## src/sv/pils_pkg.sv

```systemverilog
// ----------------------------------------------------------------------------
// pils_pkg
// Shared types, constants and helpers for the pixel indicator LSB stego unit.
// ----------------------------------------------------------------------------
package pils_pkg;

  localparam int PIX_W        = 8;
  localparam int COL_W        = 14;
  localparam int WIDTH_W      = 15;
  localparam int MAX_KEY_BITS = 64;
  localparam int KEY_POS_W    = $clog2(MAX_KEY_BITS);
  localparam int KLEN_W       = 7;
  localparam int CFG_IDX_W    = 2;
  localparam int CFG_DATA_W   = 64;
  localparam int QDEPTH       = 2;
  localparam int QPTR_W       = $clog2(QDEPTH);
  localparam int QCNT_W       = $clog2(QDEPTH + 1);

  localparam logic [WIDTH_W-1:0] WIDTH_LIMIT = WIDTH_W'(16384);
  localparam logic [WIDTH_W-1:0] WIDTH_RST   = WIDTH_W'(1);
  localparam logic [KLEN_W-1:0]  KLEN_MAX    = KLEN_W'(MAX_KEY_BITS);
  localparam logic [KLEN_W-1:0]  KLEN_RST    = KLEN_W'(8);

  localparam logic [CFG_IDX_W-1:0] REG_MODE     = 2'd0;
  localparam logic [CFG_IDX_W-1:0] REG_WIDTH    = 2'd1;
  localparam logic [CFG_IDX_W-1:0] REG_KEY_BITS = 2'd2;
  localparam logic [CFG_IDX_W-1:0] REG_KEY_LEN  = 2'd3;

  localparam logic MODE_EMBED   = 1'b0;
  localparam logic MODE_EXTRACT = 1'b1;

  localparam logic [1:0] CH_BLUE  = 2'd0;
  localparam logic [1:0] CH_GREEN = 2'd1;
  localparam logic [1:0] CH_RED   = 2'd2;

  typedef enum logic [1:0] {
    OP_PASS,
    OP_EMBED,
    OP_EXTRACT
  } op_t;

  typedef struct packed {
    logic [PIX_W-1:0] blue_in;
    logic [PIX_W-1:0] green_in;
    logic [PIX_W-1:0] red_in;
    logic             payload_bit;
    logic             carries;
  } pix_in_t;

  typedef struct packed {
    logic [PIX_W-1:0] blue_out;
    logic [PIX_W-1:0] green_out;
    logic [PIX_W-1:0] red_out;
    logic             found_bit;
    logic             found_valid;
  } pix_out_t;

  typedef struct packed {
    logic [PIX_W-1:0] blue;
    logic [PIX_W-1:0] green;
    logic [PIX_W-1:0] red;
    logic             payload_bit;
    op_t              op;
    logic [1:0]       carrier;
  } work_t;

  // carrier channel from indicator channel and (indicator lsb ^ key bit)
  function automatic logic [1:0] carrier_sel(input logic [1:0] sel, input logic pick);
    logic [1:0] c;
    case (sel)
      CH_BLUE:  c = pick ? CH_RED   : CH_GREEN;
      CH_GREEN: c = pick ? CH_BLUE  : CH_RED;
      default:  c = pick ? CH_GREEN : CH_BLUE;
    endcase
    return c;
  endfunction

endpackage

```

## src/sv/pixel_indicator_lsb_stego_unit.sv

```systemverilog
// ----------------------------------------------------------------------------
// pixel_indicator_lsb_stego_unit
// Pixel-indicator LSB embed/extract on a BGR pixel stream, queue interfaces.
// ----------------------------------------------------------------------------
// A pushed pixel is written to the queue, then to the output register.
// Throughput: one pixel per cycle while popped; the two-entry queue and output
// register keep push open for two more pixels while a result waits for pop.
// Reset (rst_n, synchronous): queues empty, column and key position zero,
// mode embed, width 1, key bits zero, key length 8.
module pixel_indicator_lsb_stego_unit (
  input  logic                            clk,
  input  logic                            rst_n,
  input  logic                            push,
  output logic                            full,
  input  pils_pkg::pix_in_t               in_pixel,
  output logic                            empty,
  input  logic                            pop,
  output pils_pkg::pix_out_t              out_pixel,
  input  logic                            cfg_we,
  input  logic [pils_pkg::CFG_IDX_W-1:0]  cfg_index,
  input  logic [pils_pkg::CFG_DATA_W-1:0] cfg_data
);

  logic            acc;
  logic            q_full, q_empty, q_rd;
  pils_pkg::work_t wr_item, rd_item;

  assign full = q_full;
  assign acc  = push && !q_full;

  pils_front u_front (
    .clk       (clk),
    .rst_n     (rst_n),
    .cfg_we    (cfg_we),
    .cfg_index (cfg_index),
    .cfg_data  (cfg_data),
    .acc       (acc),
    .pix       (in_pixel),
    .item      (wr_item)
  );

  pils_queue u_queue (
    .clk     (clk),
    .rst_n   (rst_n),
    .wr      (acc),
    .wr_item (wr_item),
    .full    (q_full),
    .rd      (q_rd),
    .rd_item (rd_item),
    .empty   (q_empty)
  );

  pils_back u_back (
    .clk     (clk),
    .rst_n   (rst_n),
    .q_empty (q_empty),
    .q_item  (rd_item),
    .q_rd    (q_rd),
    .empty   (empty),
    .pop     (pop),
    .out_pix (out_pixel)
  );

endmodule

```

## src/sv/pils_front.sv

```systemverilog
// ----------------------------------------------------------------------------
// pils_front
// Config registers, column/key tracking and per-pixel classification.
// ----------------------------------------------------------------------------
module pils_front (
  input  logic                            clk,
  input  logic                            rst_n,
  input  logic                            cfg_we,
  input  logic [pils_pkg::CFG_IDX_W-1:0]  cfg_index,
  input  logic [pils_pkg::CFG_DATA_W-1:0] cfg_data,
  input  logic                            acc,
  input  pils_pkg::pix_in_t               pix,
  output pils_pkg::work_t                 item
);

  logic                                mode_r;
  logic [pils_pkg::WIDTH_W-1:0]        width_r;
  logic [pils_pkg::MAX_KEY_BITS-1:0]   key_r;
  logic [pils_pkg::KLEN_W-1:0]         klen_r;
  logic [pils_pkg::COL_W-1:0]          col_r, col_nxt;
  logic [1:0]                          mod3_r, mod3_nxt;
  logic [pils_pkg::KEY_POS_W-1:0]      key_pos_r, key_pos_nxt;

  logic [pils_pkg::WIDTH_W-1:0]        w_eff;
  logic [pils_pkg::KLEN_W-1:0]         klen_eff;
  logic [pils_pkg::WIDTH_W-1:0]        col_inc;
  logic [pils_pkg::KLEN_W-1:0]         kpos_inc;
  logic                                ind_lsb;
  logic                                kbit;

  always_comb begin
    if (width_r == '0) begin
      w_eff = pils_pkg::WIDTH_W'(1);
    end else if (width_r > pils_pkg::WIDTH_LIMIT) begin
      w_eff = pils_pkg::WIDTH_LIMIT;
    end else begin
      w_eff = width_r;
    end
    if (klen_r == '0) begin
      klen_eff = pils_pkg::KLEN_W'(1);
    end else if (klen_r > pils_pkg::KLEN_MAX) begin
      klen_eff = pils_pkg::KLEN_MAX;
    end else begin
      klen_eff = klen_r;
    end
  end

  assign col_inc  = {1'b0, col_r} + pils_pkg::WIDTH_W'(1);
  assign kpos_inc = pils_pkg::KLEN_W'(key_pos_r) + pils_pkg::KLEN_W'(1);
  assign kbit     = key_r[key_pos_r];

  always_comb begin
    case (mod3_r)
      pils_pkg::CH_BLUE:  ind_lsb = pix.blue_in[0];
      pils_pkg::CH_GREEN: ind_lsb = pix.green_in[0];
      default:            ind_lsb = pix.red_in[0];
    endcase
  end

  always_comb begin
    item.blue        = pix.blue_in;
    item.green       = pix.green_in;
    item.red         = pix.red_in;
    item.payload_bit = pix.payload_bit;
    item.carrier     = pils_pkg::carrier_sel(mod3_r, ind_lsb ^ kbit);
    if (!pix.carries) begin
      item.op = pils_pkg::OP_PASS;
    end else if (mode_r == pils_pkg::MODE_EXTRACT) begin
      item.op = pils_pkg::OP_EXTRACT;
    end else begin
      item.op = pils_pkg::OP_EMBED;
    end
  end

  always_comb begin
    col_nxt     = col_r;
    mod3_nxt    = mod3_r;
    key_pos_nxt = key_pos_r;
    if (acc) begin
      if (col_inc >= w_eff) begin
        col_nxt  = '0;
        mod3_nxt = pils_pkg::CH_BLUE;
      end else begin
        col_nxt  = col_inc[pils_pkg::COL_W-1:0];
        mod3_nxt = (mod3_r == pils_pkg::CH_RED) ? pils_pkg::CH_BLUE : mod3_r + 2'd1;
      end
      if (pix.carries) begin
        key_pos_nxt = (kpos_inc >= klen_eff) ? '0 : kpos_inc[pils_pkg::KEY_POS_W-1:0];
      end
    end
  end

  always_ff @(posedge clk) begin
    if (!rst_n) begin
      mode_r    <= pils_pkg::MODE_EMBED;
      width_r   <= pils_pkg::WIDTH_RST;
      key_r     <= '0;
      klen_r    <= pils_pkg::KLEN_RST;
      col_r     <= '0;
      mod3_r    <= pils_pkg::CH_BLUE;
      key_pos_r <= '0;
    end else begin
      col_r     <= col_nxt;
      mod3_r    <= mod3_nxt;
      key_pos_r <= key_pos_nxt;
      if (cfg_we) begin
        unique case (cfg_index)
          pils_pkg::REG_MODE:     mode_r  <= cfg_data[0];
          pils_pkg::REG_WIDTH:    width_r <= cfg_data[pils_pkg::WIDTH_W-1:0];
          pils_pkg::REG_KEY_BITS: key_r   <= cfg_data[pils_pkg::MAX_KEY_BITS-1:0];
          pils_pkg::REG_KEY_LEN:  klen_r  <= cfg_data[pils_pkg::KLEN_W-1:0];
          default: ;
        endcase
      end
    end
  end

  a_idle_hold: assert property (@(posedge clk) disable iff (!rst_n)
    !acc |=> $stable(col_r) && $stable(key_pos_r) && $stable(mod3_r))
    else $error("position moved without a transfer");

  a_key_on_carry: assert property (@(posedge clk) disable iff (!rst_n)
    acc && !pix.carries |=> $stable(key_pos_r))
    else $error("key position moved on non-carrying pixel");

  a_mod3_wrap: assert property (@(posedge clk) disable iff (!rst_n)
    col_r == '0 |-> mod3_r == pils_pkg::CH_BLUE)
    else $error("column phase out of step at column zero");

endmodule

```

## src/sv/pils_queue.sv

```systemverilog
// ----------------------------------------------------------------------------
// pils_queue
// Short queue of classified items between front and back.
// ----------------------------------------------------------------------------
module pils_queue (
  input  logic            clk,
  input  logic            rst_n,
  input  logic            wr,
  input  pils_pkg::work_t wr_item,
  output logic            full,
  input  logic            rd,
  output pils_pkg::work_t rd_item,
  output logic            empty
);

  pils_pkg::work_t                 mem_r [pils_pkg::QDEPTH];
  logic [pils_pkg::QPTR_W-1:0]     wptr_r, rptr_r;
  logic [pils_pkg::QCNT_W-1:0]     cnt_r, cnt_nxt;
  logic                            do_wr, do_rd;

  assign full    = (cnt_r == pils_pkg::QCNT_W'(pils_pkg::QDEPTH));
  assign empty   = (cnt_r == '0);
  assign do_wr   = wr && !full;
  assign do_rd   = rd && !empty;
  assign rd_item = mem_r[rptr_r];

  always_comb begin
    cnt_nxt = cnt_r;
    if (do_wr && !do_rd) begin
      cnt_nxt = cnt_r + pils_pkg::QCNT_W'(1);
    end else if (do_rd && !do_wr) begin
      cnt_nxt = cnt_r - pils_pkg::QCNT_W'(1);
    end
  end

  always_ff @(posedge clk) begin
    if (do_wr) begin
      mem_r[wptr_r] <= wr_item;
    end
  end

  always_ff @(posedge clk) begin
    if (!rst_n) begin
      wptr_r <= '0;
      rptr_r <= '0;
      cnt_r  <= '0;
    end else begin
      cnt_r <= cnt_nxt;
      if (do_wr) begin
        wptr_r <= wptr_r + pils_pkg::QPTR_W'(1);
      end
      if (do_rd) begin
        rptr_r <= rptr_r + pils_pkg::QPTR_W'(1);
      end
    end
  end

  a_cnt_bound: assert property (@(posedge clk) disable iff (!rst_n)
    cnt_r <= pils_pkg::QCNT_W'(pils_pkg::QDEPTH))
    else $error("queue over capacity");

  a_ptr_gap: assert property (@(posedge clk) disable iff (!rst_n)
    (cnt_r == '0) || full |-> wptr_r == rptr_r)
    else $error("queue pointers disagree with count");

  a_wr_grow: assert property (@(posedge clk) disable iff (!rst_n)
    do_wr && !do_rd |=> cnt_r == $past(cnt_r) + pils_pkg::QCNT_W'(1))
    else $error("queue count did not grow on write");

endmodule

```

## src/sv/pils_back.sv

```systemverilog
// ----------------------------------------------------------------------------
// pils_back
// Applies embed/extract to a classified item into the output register.
// ----------------------------------------------------------------------------
module pils_back (
  input  logic               clk,
  input  logic               rst_n,
  input  logic               q_empty,
  input  pils_pkg::work_t    q_item,
  output logic               q_rd,
  output logic               empty,
  input  logic               pop,
  output pils_pkg::pix_out_t out_pix
);

  logic               valid_r;
  pils_pkg::pix_out_t out_r, res;
  logic               car_lsb;

  assign q_rd    = !q_empty && (!valid_r || pop);
  assign empty   = !valid_r;
  assign out_pix = out_r;

  always_comb begin
    case (q_item.carrier)
      pils_pkg::CH_BLUE:  car_lsb = q_item.blue[0];
      pils_pkg::CH_GREEN: car_lsb = q_item.green[0];
      default:            car_lsb = q_item.red[0];
    endcase
  end

  always_comb begin
    res.blue_out    = q_item.blue;
    res.green_out   = q_item.green;
    res.red_out     = q_item.red;
    res.found_bit   = 1'b0;
    res.found_valid = 1'b0;
    case (q_item.op)
      pils_pkg::OP_EMBED: begin
        case (q_item.carrier)
          pils_pkg::CH_BLUE:  res.blue_out[0]  = q_item.payload_bit;
          pils_pkg::CH_GREEN: res.green_out[0] = q_item.payload_bit;
          pils_pkg::CH_RED:   res.red_out[0]   = q_item.payload_bit;
          default: ;
        endcase
      end
      pils_pkg::OP_EXTRACT: begin
        res.found_bit   = car_lsb;
        res.found_valid = 1'b1;
      end
      default: ;
    endcase
  end

  always_ff @(posedge clk) begin
    if (q_rd) begin
      out_r <= res;
    end
  end

  always_ff @(posedge clk) begin
    if (!rst_n) begin
      valid_r <= 1'b0;
    end else if (q_rd) begin
      valid_r <= 1'b1;
    end else if (pop) begin
      valid_r <= 1'b0;
    end
  end

  a_found_op: assert property (@(posedge clk) disable iff (!rst_n)
    q_rd && q_item.op != pils_pkg::OP_EXTRACT |=> !out_r.found_valid && !out_r.found_bit)
    else $error("found flag outside extract");

  a_load_valid: assert property (@(posedge clk) disable iff (!rst_n)
    q_rd |=> valid_r)
    else $error("output not valid after load");

  a_no_overwrite: assert property (@(posedge clk) disable iff (!rst_n)
    valid_r && !pop |-> !q_rd)
    else $error("output overwritten before transfer");

endmodule
```

## config.mk

```make
export PLATFORM = sky130hd
export DESIGN_NAME = pixel_indicator_lsb_stego_unit
export DESIGN_NICKNAME = d
export VERILOG_FILES = /design/src/sv/pils_pkg.sv /design/src/sv/pixel_indicator_lsb_stego_unit.sv /design/src/sv/pils_front.sv /design/src/sv/pils_queue.sv /design/src/sv/pils_back.sv
export SDC_FILE = /design/constraint.sdc
export NUM_CORES = 1
export LEC_CHECK = 0
export ABC_CLOCK_PERIOD_IN_PS = 6050
export BUFFER_PORTS_ARGS = -buffer_cell sky130_fd_sc_hd__buf_2
export CAP_MARGIN = 20
export CORE_MARGIN = 2
export CORE_UTILIZATION = 52
export CTS_CLUSTER_DIAMETER = 100
export DETAILED_ROUTE_END_ITERATION = 10
export PLACE_DENSITY = 0.73
export SYNTH_ARGS = -nofsm -noshare
export SYNTH_HDL_FRONTEND = slang
export SYNTH_SLANG_ARGS = --single-unit
```

## constraint.sdc

```tcl
create_clock -name clk -period 6.05 [get_ports clk]
set_input_delay 0 -clock clk [delete_from_list [all_inputs] [get_ports clk]]
set_output_delay 0 -clock clk [all_outputs]
set_load 0.05 [all_outputs]
```

### Word level (Yosys, flattened, before mapping)

Memory sizes are Yosys's and may differ from the RTL's. A register that Yosys moved wholly into a read port is not among the register bits.
Index checks and enable logic that the tools add are counted.

| cells by class | value |
|---|---|
| equal/unequal tests | 10 |
| bitwise gates (word level) | 1 |
| order comparisons | 5 |
| add/subtract/negate cells | 7 |
| mux-type cells | 33 |
| reductions and logical operators | 25 |

Operator list:

| operator | number |
|---|---|
| $mux 15 | 2 |
| $mux 2 | 8 |
| $add 14x1->15 const B | 1 |
| $ge 15x15->1 | 1 |
| $gt 15x15->1 const B | 1 |
| $logic_not 15->1 | 1 |
| $mux 1 | 15 |
| $mux 14 | 1 |
| $mux 7 | 2 |
| $eq 2x2->1 const B | 6 |
| $reduce_and 2->1 | 5 |
| $eq 2x1->1 const B | 4 |
| $logic_not 2->1 | 4 |
| $add 6x1->7 const B | 1 |
| $ge 7x7->1 | 1 |
| $gt 7x7->1 const B | 1 |
| $logic_not 7->1 | 1 |
| $lt 6x7->1 const B | 1 |
| $bmux 1 s6 | 1 |
| $logic_and 1x1->1 | 6 |
| $mux 6 | 1 |
| $logic_not 1->1 | 5 |
| $add 2x1->2 const B | 2 |
| $pmux 1 s2 | 2 |
| 6 further kinds | 8 |

| word-level totals | value |
|---|---|
| output and inout port bits | 28 |
| input port bits | 97 |
| memory bits (writable) | 58 |
| flip-flop bits (word level) | 140 |
| logic and storage cells | 98 |
| memories kept | 1 |

Memories:

| memory | depth | width | read ports | clocked after Yosys merged registers in | write ports | RTL line | text |
|---|---|---|---|---|---|---|---|
| u_queue.mem_r | 2 | 29 | 1 | 1 | 1 | pils_queue.sv:16 | `pils_pkg::work_t mem_r [pils_pkg::QDEPTH];` |

### Depth between registers and ports, before layout

Gate-level depths: netlist (run 1).

| depth | value |
|---|---|
| word-level depth | 8 |
| mapped depth | 12 |
| depth with buffers taken out | 11 |

### Cells and area by module

From an unflattened synthesis (run 1), not the netlist that was laid out.

| unflattened totals | value |
|---|---|
| cells, all modules | 852 |
| area total of the unflattened synthesis | 9272.6 um2 |

By module, submodules not included:

| module | area an instance (um2) | seq. area each (um2) | times used | cells each |
|---|---|---|---|---|
| pils_front | 5995.8 | 2182.1 | 1 | 695 |
| pils_queue | 2322.2 | 1841.8 | 1 | 115 |
| pils_back | 940.9 | 800.8 | 1 | 41 |
| pixel_indicator_lsb_stego_unit | 13.8 | 0.0 | 1 | 1 |

### Least setup slack after synthesis (run 1)

No wires, ideal clock.

| timing path | value |
|---|---|
| path kind | register -> register |
| start | register u_back.valid_r |
| end | register u_queue.cnt_r[1] (netlist name) |
| setup slack | 3.107 ns |
| cell stages (with the launch flop) | 8 |
| setup time | 0.070 ns |
| data required time | 5.980 ns |
| data arrival time | 2.873 ns |
| path buffers | 0 |
| period minus slack after synthesis | 2.943 ns |
| cells stage by stage | dfxtp_1 -> inv_1 -> nor2_1 -> nor2_1 -> inv_1 -> ha_1 -> or3_1 -> a21oi_1 |

| between the ends | value |
|---|---|
| word-level cells in the longest chain between the ends | 7 |
| elaborated cells between the ends (all ways) | 9 |
| classes of those cells | mux: 1; reduce/logical: 8 |

RTL lines:

| what | RTL line | text |
|---|---|---|
| start, declared | pils_back.sv:16 | `logic valid_r;` |
| start signal, assigned | pils_back.sv:63 | `valid_r <= 1'b0;` |
| start signal, assigned | pils_back.sv:65 | `valid_r <= 1'b1;` |
| start signal, assigned | pils_back.sv:67 | `valid_r <= 1'b0;` |
| $logic_not 1->1 * | - |  |
| named net empty | pixel_indicator_lsb_stego_unit.sv:16 | `output logic empty,` |
| $logic_or 1x1->1 * | pils_back.sv:20 | `assign q_rd = !q_empty && (!valid_r \|\| pop);` |
| $logic_and 1x1->1 * | pils_back.sv:20 |  |
| named net q_rd | pixel_indicator_lsb_stego_unit.sv:25 | `logic q_full, q_empty, q_rd;` |
| $logic_and 1x1->1 * | pils_queue.sv:24 | `assign do_rd = rd && !empty;` |
| $logic_not 1->1 | pils_queue.sv:29 | `if (do_wr && !do_rd) begin` |
| $logic_and 1x1->1 | pils_queue.sv:29 |  |
| $mux 2 or $reduce_bool 2->1 (tied branches) | - |  |
| end signal, assigned | pils_queue.sv:48 | `cnt_r <= cnt_nxt;` |
| end, declared | pils_queue.sv:18 | `logic [pils_pkg::QCNT_W-1:0] cnt_r, cnt_nxt;` |

Mark *: on every way through the listed nets, which the timed path passes. The rest lies on a longest branch.
A chain may end at the register's enable or synchronous reset.

### Worst setup path after layout (run 1)

| timing path | value |
|---|---|
| start | register u_front.key_pos_r[1] (netlist name) |
| end | register u_front.key_pos_r[5] (netlist name) |

| between the ends | value |
|---|---|
| word-level cells in the longest chain between the ends | 3 |

RTL lines:

| what | RTL line | text |
|---|---|---|
| start, declared | pils_front.sv:22 | `logic [pils_pkg::KEY_POS_W-1:0] key_pos_r, key_pos_nxt;` |
| start signal, assigned | pils_front.sv:105 | `key_pos_r <= key_pos_nxt;` |
| $add 6x1->7 * | pils_front.sv:49 | `assign kpos_inc = pils_pkg::KLEN_W'(key_pos_r) + pils_pkg::KLEN_W'(1);` |
| $ge 7x7->1 | pils_front.sv:88 | `key_pos_nxt = (kpos_inc >= klen_eff) ? '0 : kpos_inc[pils_pkg::KEY_POS_W-1:0];` |
| $mux 6 * | pils_front.sv:88 |  |

Every way passes the cells marked *; elsewhere a longest branch is shown, timed or not.

==> impl_metrics.yaml, run 1 <==
detailed_routing:
  drtAntennaViolNets: 0
  routed_wl_mm: 20.10
  drt_pass1_iterations: 5
  vias_per_cell: 5.434
  drt_iter0_drc: 352
  num_vias: 7070
  wl_per_cell_um: 15.45
  drc: 0
placement:
  hpwl_mm: 12.39
  io_buffers: 124
  gp_congestion: 0.8042
job:
  cap_violations: 0
setup_path:
  crit_top_cell: "nor2_1"
  r2r_end: "u_front.key_pos_r[5]"
  r2r_setup_slack_ns: 2.94
  startpoint: "u_front.key_pos_r[1]"
  reg2reg_depth: 10
  slowest_delay_ns: 0.89
  endpoint_kind: "flip-flop"
  critical_path.cell_chain: "buf_4 -> nand3_1 -> nor2_1 -> xor2_1 -> ha_1 -> a21oi_1 -> nor2b_1 -> nor2_1 -> nand2_1 -> o21ai_0"
  arrival_ns: 3.47
  cp-start-kind: "flip-flop"
  cp-endpoint: "u_front.key_pos_r[5]"
  cp_max_fo: 17
  critPathKind: "reg -> reg"
  critPathSlowestCell: "dfxtp_1"
  required_ns: 6.41
  r2r_start: "u_front.key_pos_r[1]"
yosys:
  seq_area_frac_synth_pct: 55.12
  yosys.area.top_type: "edfxtp_1"
  syn_area_um2: 8753
  ys_types: 57
  avgSynthCellArea_um2: 10.02
  synth_area_leaders: "edfxtp_1, dfxtp_1, nand2_1"
  synth_edf_count: 84
  synth_top_area_share_pct: 28.82
  syn-instance-count: 874
  yosysWarningCount: 0
  synthesis.nets: 996
  synth_seq_cells: 199
  ys.flop_type: "dfxtp_1"
  async_reset_ff_share_pct: 0
final_layout:
  drive_gt1_share_pct: 18.32
  regArea_um2: 4825
  syn_to_final_growth_pct: 26.79
  fillers: 1271
  n_antenna_cell: 0
  multi_input_comb_area_um2: 3686
  nets: 1190
min_path:
  hp-class: "in -> reg"
pwr:
  ir_worst_vdd_mv: 0.2392
  p_per_area_nw_per_um2: 347.1
  p_leak_nw: 4.209
  p_total_mw: 3.852
timing:
  max_freq_mhz: 321.2
  period_needed_ns: 3.113
  worst_slew_pin_slew_ns: 1.086
  rsz0062_at_grt: "false"
  drv_slew: 0
  setup_tns_ns: 0
  finalCritPeriodShare_pct: 51.45
  hold_viol: 0
  setup_viol_count_final: 0
  fin_skew_ns: 0.005165
  timing.slew.headroom_pct: 27.60
cts:
  cts_max_level: 4
  cts_sinks: 199
  clock_path_buffers: 2
  insertion_delay_ns: 0.43
  clockRootBuffer: "clkbuf_16"
  clk_pin_slew_ns: 0.07
  cts_tree: "yes"
  cts_resized: 0
  numCtsBuffers: 17
run_status:
  status: "finished clean"
global_routing:
  grtUsageTotal_pct: 22.85
  antenna_found_initial: 0
  grt_pass1_wl_mm: 32.55
  grt_pass1_vias: 6886
  grt_max_degree: 104
  gr-total-overflow: 0
floorplan:
  die_w_um: 133.7
  die_area_um2: 17890
  core_area_um2: 16520
  die_h_um: 133.7
  rows: 47
  io_pins: 125
  start_util_pct: 52.97
-- worst max-delay path, delay by kind of cell, from the launching register on --
kind	cells	cell delay, ns
AND/OR/NAND/NOR	5	0.84
flip-flops	1	0.89
buffers and inverters	1	0.41
AO/OA/AOI/OAI	2	0.38
adder cells (fa/ha/maj)	1	0.29
XOR/XNOR	1	0.21
-- what timing repair did --
action / in CTS / in global routing
setup buffers: 0 / 0
endpoints found under the hold margin: 142 / 0
hold buffers: 92 / 0
-- per-layer routing --
metal  GRT usage (%)  wire (µm)
met1           29.26       8889
met2           39.54      10010
met3           4.186        918
met4           6.797        279
met5               0          0
-- logic make-up after synthesis --
logic type                 Yosys count  share of synthesized area (%)
xor gates and xnor gates            19                          1.901
buffers and inverters               61                          2.945
and+or+nand+nor                    356                          17.88
AOI/OAI and AO/OA                  145                          9.763
DFF                                199                          55.12
muxes                               69                          8.819
adders and majority gates           25                          3.573
-- stage by stage --
step                hold WS [ns]  instances  utilization (%)  worst slack, ns  area [µm²]
floorplan                0.09887        874                -            3.107        8753
finish                   0.01478       1301            67.16            2.937       11100
CTS                   0.00002454       1301            67.16            2.950       11100
global route             0.02612       1301            67.16            2.612       11100
detailed placement        0.1930       1177            57.66            2.967        9528
global placement          0.1894       1176            57.54            3.069        9508
-- layout by cell type (no fill, tap or decap), drive strengths merged, types with 6 or more instances in the layout --
cell type and n:
a21oi 97, a22oi 6, and3 8, buf 133, clkbuf 18, dfxtp 115
dlygate4sd3 92, edfxtp 84, ha 25, inv 15, mux2 22, mux2i 43
nand2 215, nand3 27, nand4 18, nor2 44, nor2b 10, nor3 7
o211ai 6, o21ai 9, xnor2 11, xor2 8
-- state kept, by name, indices dropped and copies added (netlist names), 6 cells and up, named ones only --
signal and count:
u_front.key_r 64, u_back.out_pix 26, u_front.col_r 14, u_front.klen_r 7, u_front.key_pos_r 6, u_front.width_r 15
u_queue.mem_r 58
-- where the power goes --
part           total, mW  internal, mW  switching (mW)
clock network       1.24         0.739           0.497
registers           1.69          1.62          0.0716
logic              0.923         0.291           0.632
total               3.85          2.65            1.20
-- synth_stat cells, types with 2 or more instances --
master	number
nand4_1	17
nor3b_1	4
a22oi_1	5
a211o_1	4
xor2_1	8
a21oi_1	97
nor2_1	44
inv_2	2
nand2b_1	5
and3_1	8
mux4_2	3
or3_1	2
dfxtp_1	115
mux2_2	22
nand2_1	214
buf_2	8
buf_4	3
nor4_1	4
buf_1	6
inv_1	9
and4_1	2
o211ai_1	6
xnor2_1	11
clkbuf_1	32
ha_1	25
nor2b_1	10
and2_1	5
nor3_1	7
o2111ai_1	4
mux2i_1	43
o21ai_0	9
nand3_1	27
edfxtp_1	84
a32oi_1	4
a21o_1	3
-- cell type report --
class	count	share of cell area, %
clock buffers	18	3.867
flip-flops and latches	199	43.47
repair buffers	225	14.61
well taps	220	2.480
clock inverters	14	1.984
inverters	11	0.3720
multi-input cells	614	33.21
-- worst min path at each step --
| stage | from | to | slack [ns] | cells past startpoint |
|---|---|---|---|---|
| final | cfg_index[1] | u_front.mode_r | 0.01 | 4 |
| after detailed placement | in_pixel[21] | u_queue.mem_r[0][24] | 0.19 | 1 |
| after floorplan | in_pixel[7] | u_queue.mem_r[0][10] | 0.1 | 0 |
| after global routing | cfg_index[1] | u_front.mode_r | 0.03 | 4 |
| after CTS | cfg_index[1] | u_front.mode_r | 0.00002 | 4 |
| after global placement | in_pixel[1] | u_queue.mem_r[1][4] | 0.19 | 1 |
(Power assumes the default switching activity.)
==> run 2: changes to the inputs <==
Settings changed: ABC_CLOCK_PERIOD_IN_PS 6050 to 2800, PLACE_DENSITY 0.73 to 0.76.
Clock period 6.05 ns to 2.8 ns, I/O delays scaled along.
==> run 2 against run 1 <==
Compared with the run above:
- critical path type unchanged
- power is 110% higher
- cell count grew 1.2%
- via count up 0.74%
- fmax grew 18%
- clock power rose by 95%
- flip-flop and latch count stayed put
- core utilization grew 0.68 points
- sequential share of layout area fell by 0.43 points
- critical path depth up 1
==> impl_metrics.yaml, run 2 (synthesis gave the netlist of run 1 again) <==
cts:
  clockRootBuffer: "clkbuf_16"
  cts_sinks: 199
  cts_max_level: 4
  cts_tree: "yes"
  clk_pin_slew_ns: 0.07
  insertion_delay_ns: 0.44
  clock_path_buffers: 2
  numCtsBuffers: 17
  post_cts_buffers: 0
final_layout:
  final_util_pct: 67.84
  syn_to_final_growth_pct: 28.07
  largest_reg_flops: 64
  regArea_um2: 4826
  n_antenna_cell: 0
  nets: 1206
  fillers: 1203
  final_cell_mix: "nand2_1, buf_2, dfxtp_1"
  drive_gt1_share_pct: 20.15
  regMostFlops: "u_front.key_r"
  multi_input_comb_area_um2: 3705
  layout_commonest_cell: "nand2_1"
detailed_routing:
  top_layer: "met4"
  drt_pass1_iterations: 5
  vias_per_cell: 5.408
  drt_iter0_drc: 441
  wl_met2_mm: 10.60
  wl_met1_mm: 8.792
  drc: 0
  drtAntennaViolNets: 0
  wl_per_cell_um: 15.80
  num_vias: 7122
  wl_met3_mm: 1.084
  routed_wl_mm: 20.80
pwr:
  switchingPower_mw: 2.658
  switching_share_pct: 32.62
  p_int_mw: 5.493
  ir_worst_vdd_mv: 0.6619
  p_per_area_nw_per_um2: 727.1
  clock_power_share_pct: 29.7
  p_comb_share_pct: 25.6
  p_leak_nw: 4.285
  seqPwrFrac_pct: 44.8
setup_path:
  critPathKind: "reg -> reg"
  cp_max_fo: 6
  endpoint_kind: "flip-flop"
  cp-start-kind: "flip-flop"
  required_ns: 3.16
  arrival_ns: 2.99
timing:
  setup_viol_count_final: 0
  worst_hold_slack_ns: 0.02253
  worst_slew_pin_slew_ns: 0.9193
  fin_skew_ns: 0.009696
  drv_slew: 0
  timing.slew.headroom_pct: 38.62
  hold_viol: 0
  max_freq_mhz: 380.3
  finalCritPeriodShare_pct: 93.91
  period_needed_ns: 2.629
job:
  cap_violations: 0
placement:
  io_buffers: 124
  hpwl_mm: 13.03
  gp_congestion: 0.9067
floorplan:
  io_pins: 125
  rows: 47
  die_h_um: 133.7
  die_area_um2: 17890
  core_area_um2: 16520
  start_util_pct: 52.97
  die_w_um: 133.7
global_routing:
  grt_pass1_vias: 6998
  grtUsageTotal_pct: 23.76
  grt_pass1_wl_mm: 33.67
  antenna_found_initial: 0
  grt_max_degree: 62
  gr-total-overflow: 0
run_status:
  status: "finished clean"
min_path:
  hp-class: "in -> reg"
run 2: final cells by class:
| class | count | area share (%) |
|---|---|---|
| Inverter | 11 | 0.3683 |
| Tap cell | 220 | 2.455 |
| Clock inverter | 13 | 1.172 |
| Clock buffer | 19 | 4.040 |
| Sequential cell | 199 | 43.05 |
| Timing Repair Buffer | 241 | 15.87 |
| Multi-Input combinational cell | 614 | 33.05 |
run 2: worst max-delay path, stage by stage (launching register included):
cell,delay (ns)
dfxtp_1,0.39
and4_1,0.26
nand3_1,0.14
nor2_2,0.14
nand3_1,0.10
xnor2_1,0.21
ha_1,0.28
a21o_1,0.20
a211o_4,0.38
nor3_1,0.23
o211ai_1,0.13
o21ai_0,0.09
run 2: worst paths after layout:
check	start	to	slack, ns	cells past startpoint
setup / recovery	u_front.col_r[7]	u_front.col_r[12]	0.17	11
hold / removal	cfg_index[1]	u_front.mode_r	0.02	4
setup reg to reg	u_front.col_r[7]	u_front.col_r[12]	0.17	11
hold reg to reg	u_front.key_r[20]	u_front.key_r[20]	0.46	2
run 2: through the flow:
| step | instances | setup slack, ns | total power, mW | setup TNS (ns) | instance area, µm² |
|---|---|---|---|---|---|
| global route | 1317 | -0.02418 | 8.477 | -0.02418 | 11210 |
| CTS | 1317 | 0.1498 | 8.167 | 0 | 11190 |
| detailed placement | 1193 | 0.1666 | 5.678 | 0 | 9686 |
| finish | 1317 | 0.1707 | 8.151 | 0 | 11210 |
| global placement | 1193 | 0.2363 | 5.634 | 0 | 9686 |
| floorplan | 874 | 0.1831 | 5.136 | 0 | 8756 |
run 2: per-layer routing:
metal	vias to the layer above	global-route usage (%)
li1	3517	-
met4	0	8.097
met2	236	41.79
met1	3341	29.70
met3	28	3.919
met5	-	0
run 2: power by group through the flow:
| stage | Sequential, mW | Combinational (mW) | Clock [mW] |
|---|---|---|---|
| CTS | 3.65 | 2.07 | 2.45 |
| finish | 3.65 | 2.08 | 2.42 |
| floorplan | 4.32 | 0.814 | 0 |
| global route | 3.68 | 2.23 | 2.56 |
| global placement | 3.69 | 1.94 | 0 |
| detailed placement | 3.71 | 1.97 | 0 |
run 2: what timing repair did:
item	4_1_cts	5_1_grt
endpoints found under the hold margin	145	0
setup endpoints to repair	0	12
hold buffers	92	0
resized for setup	0	5
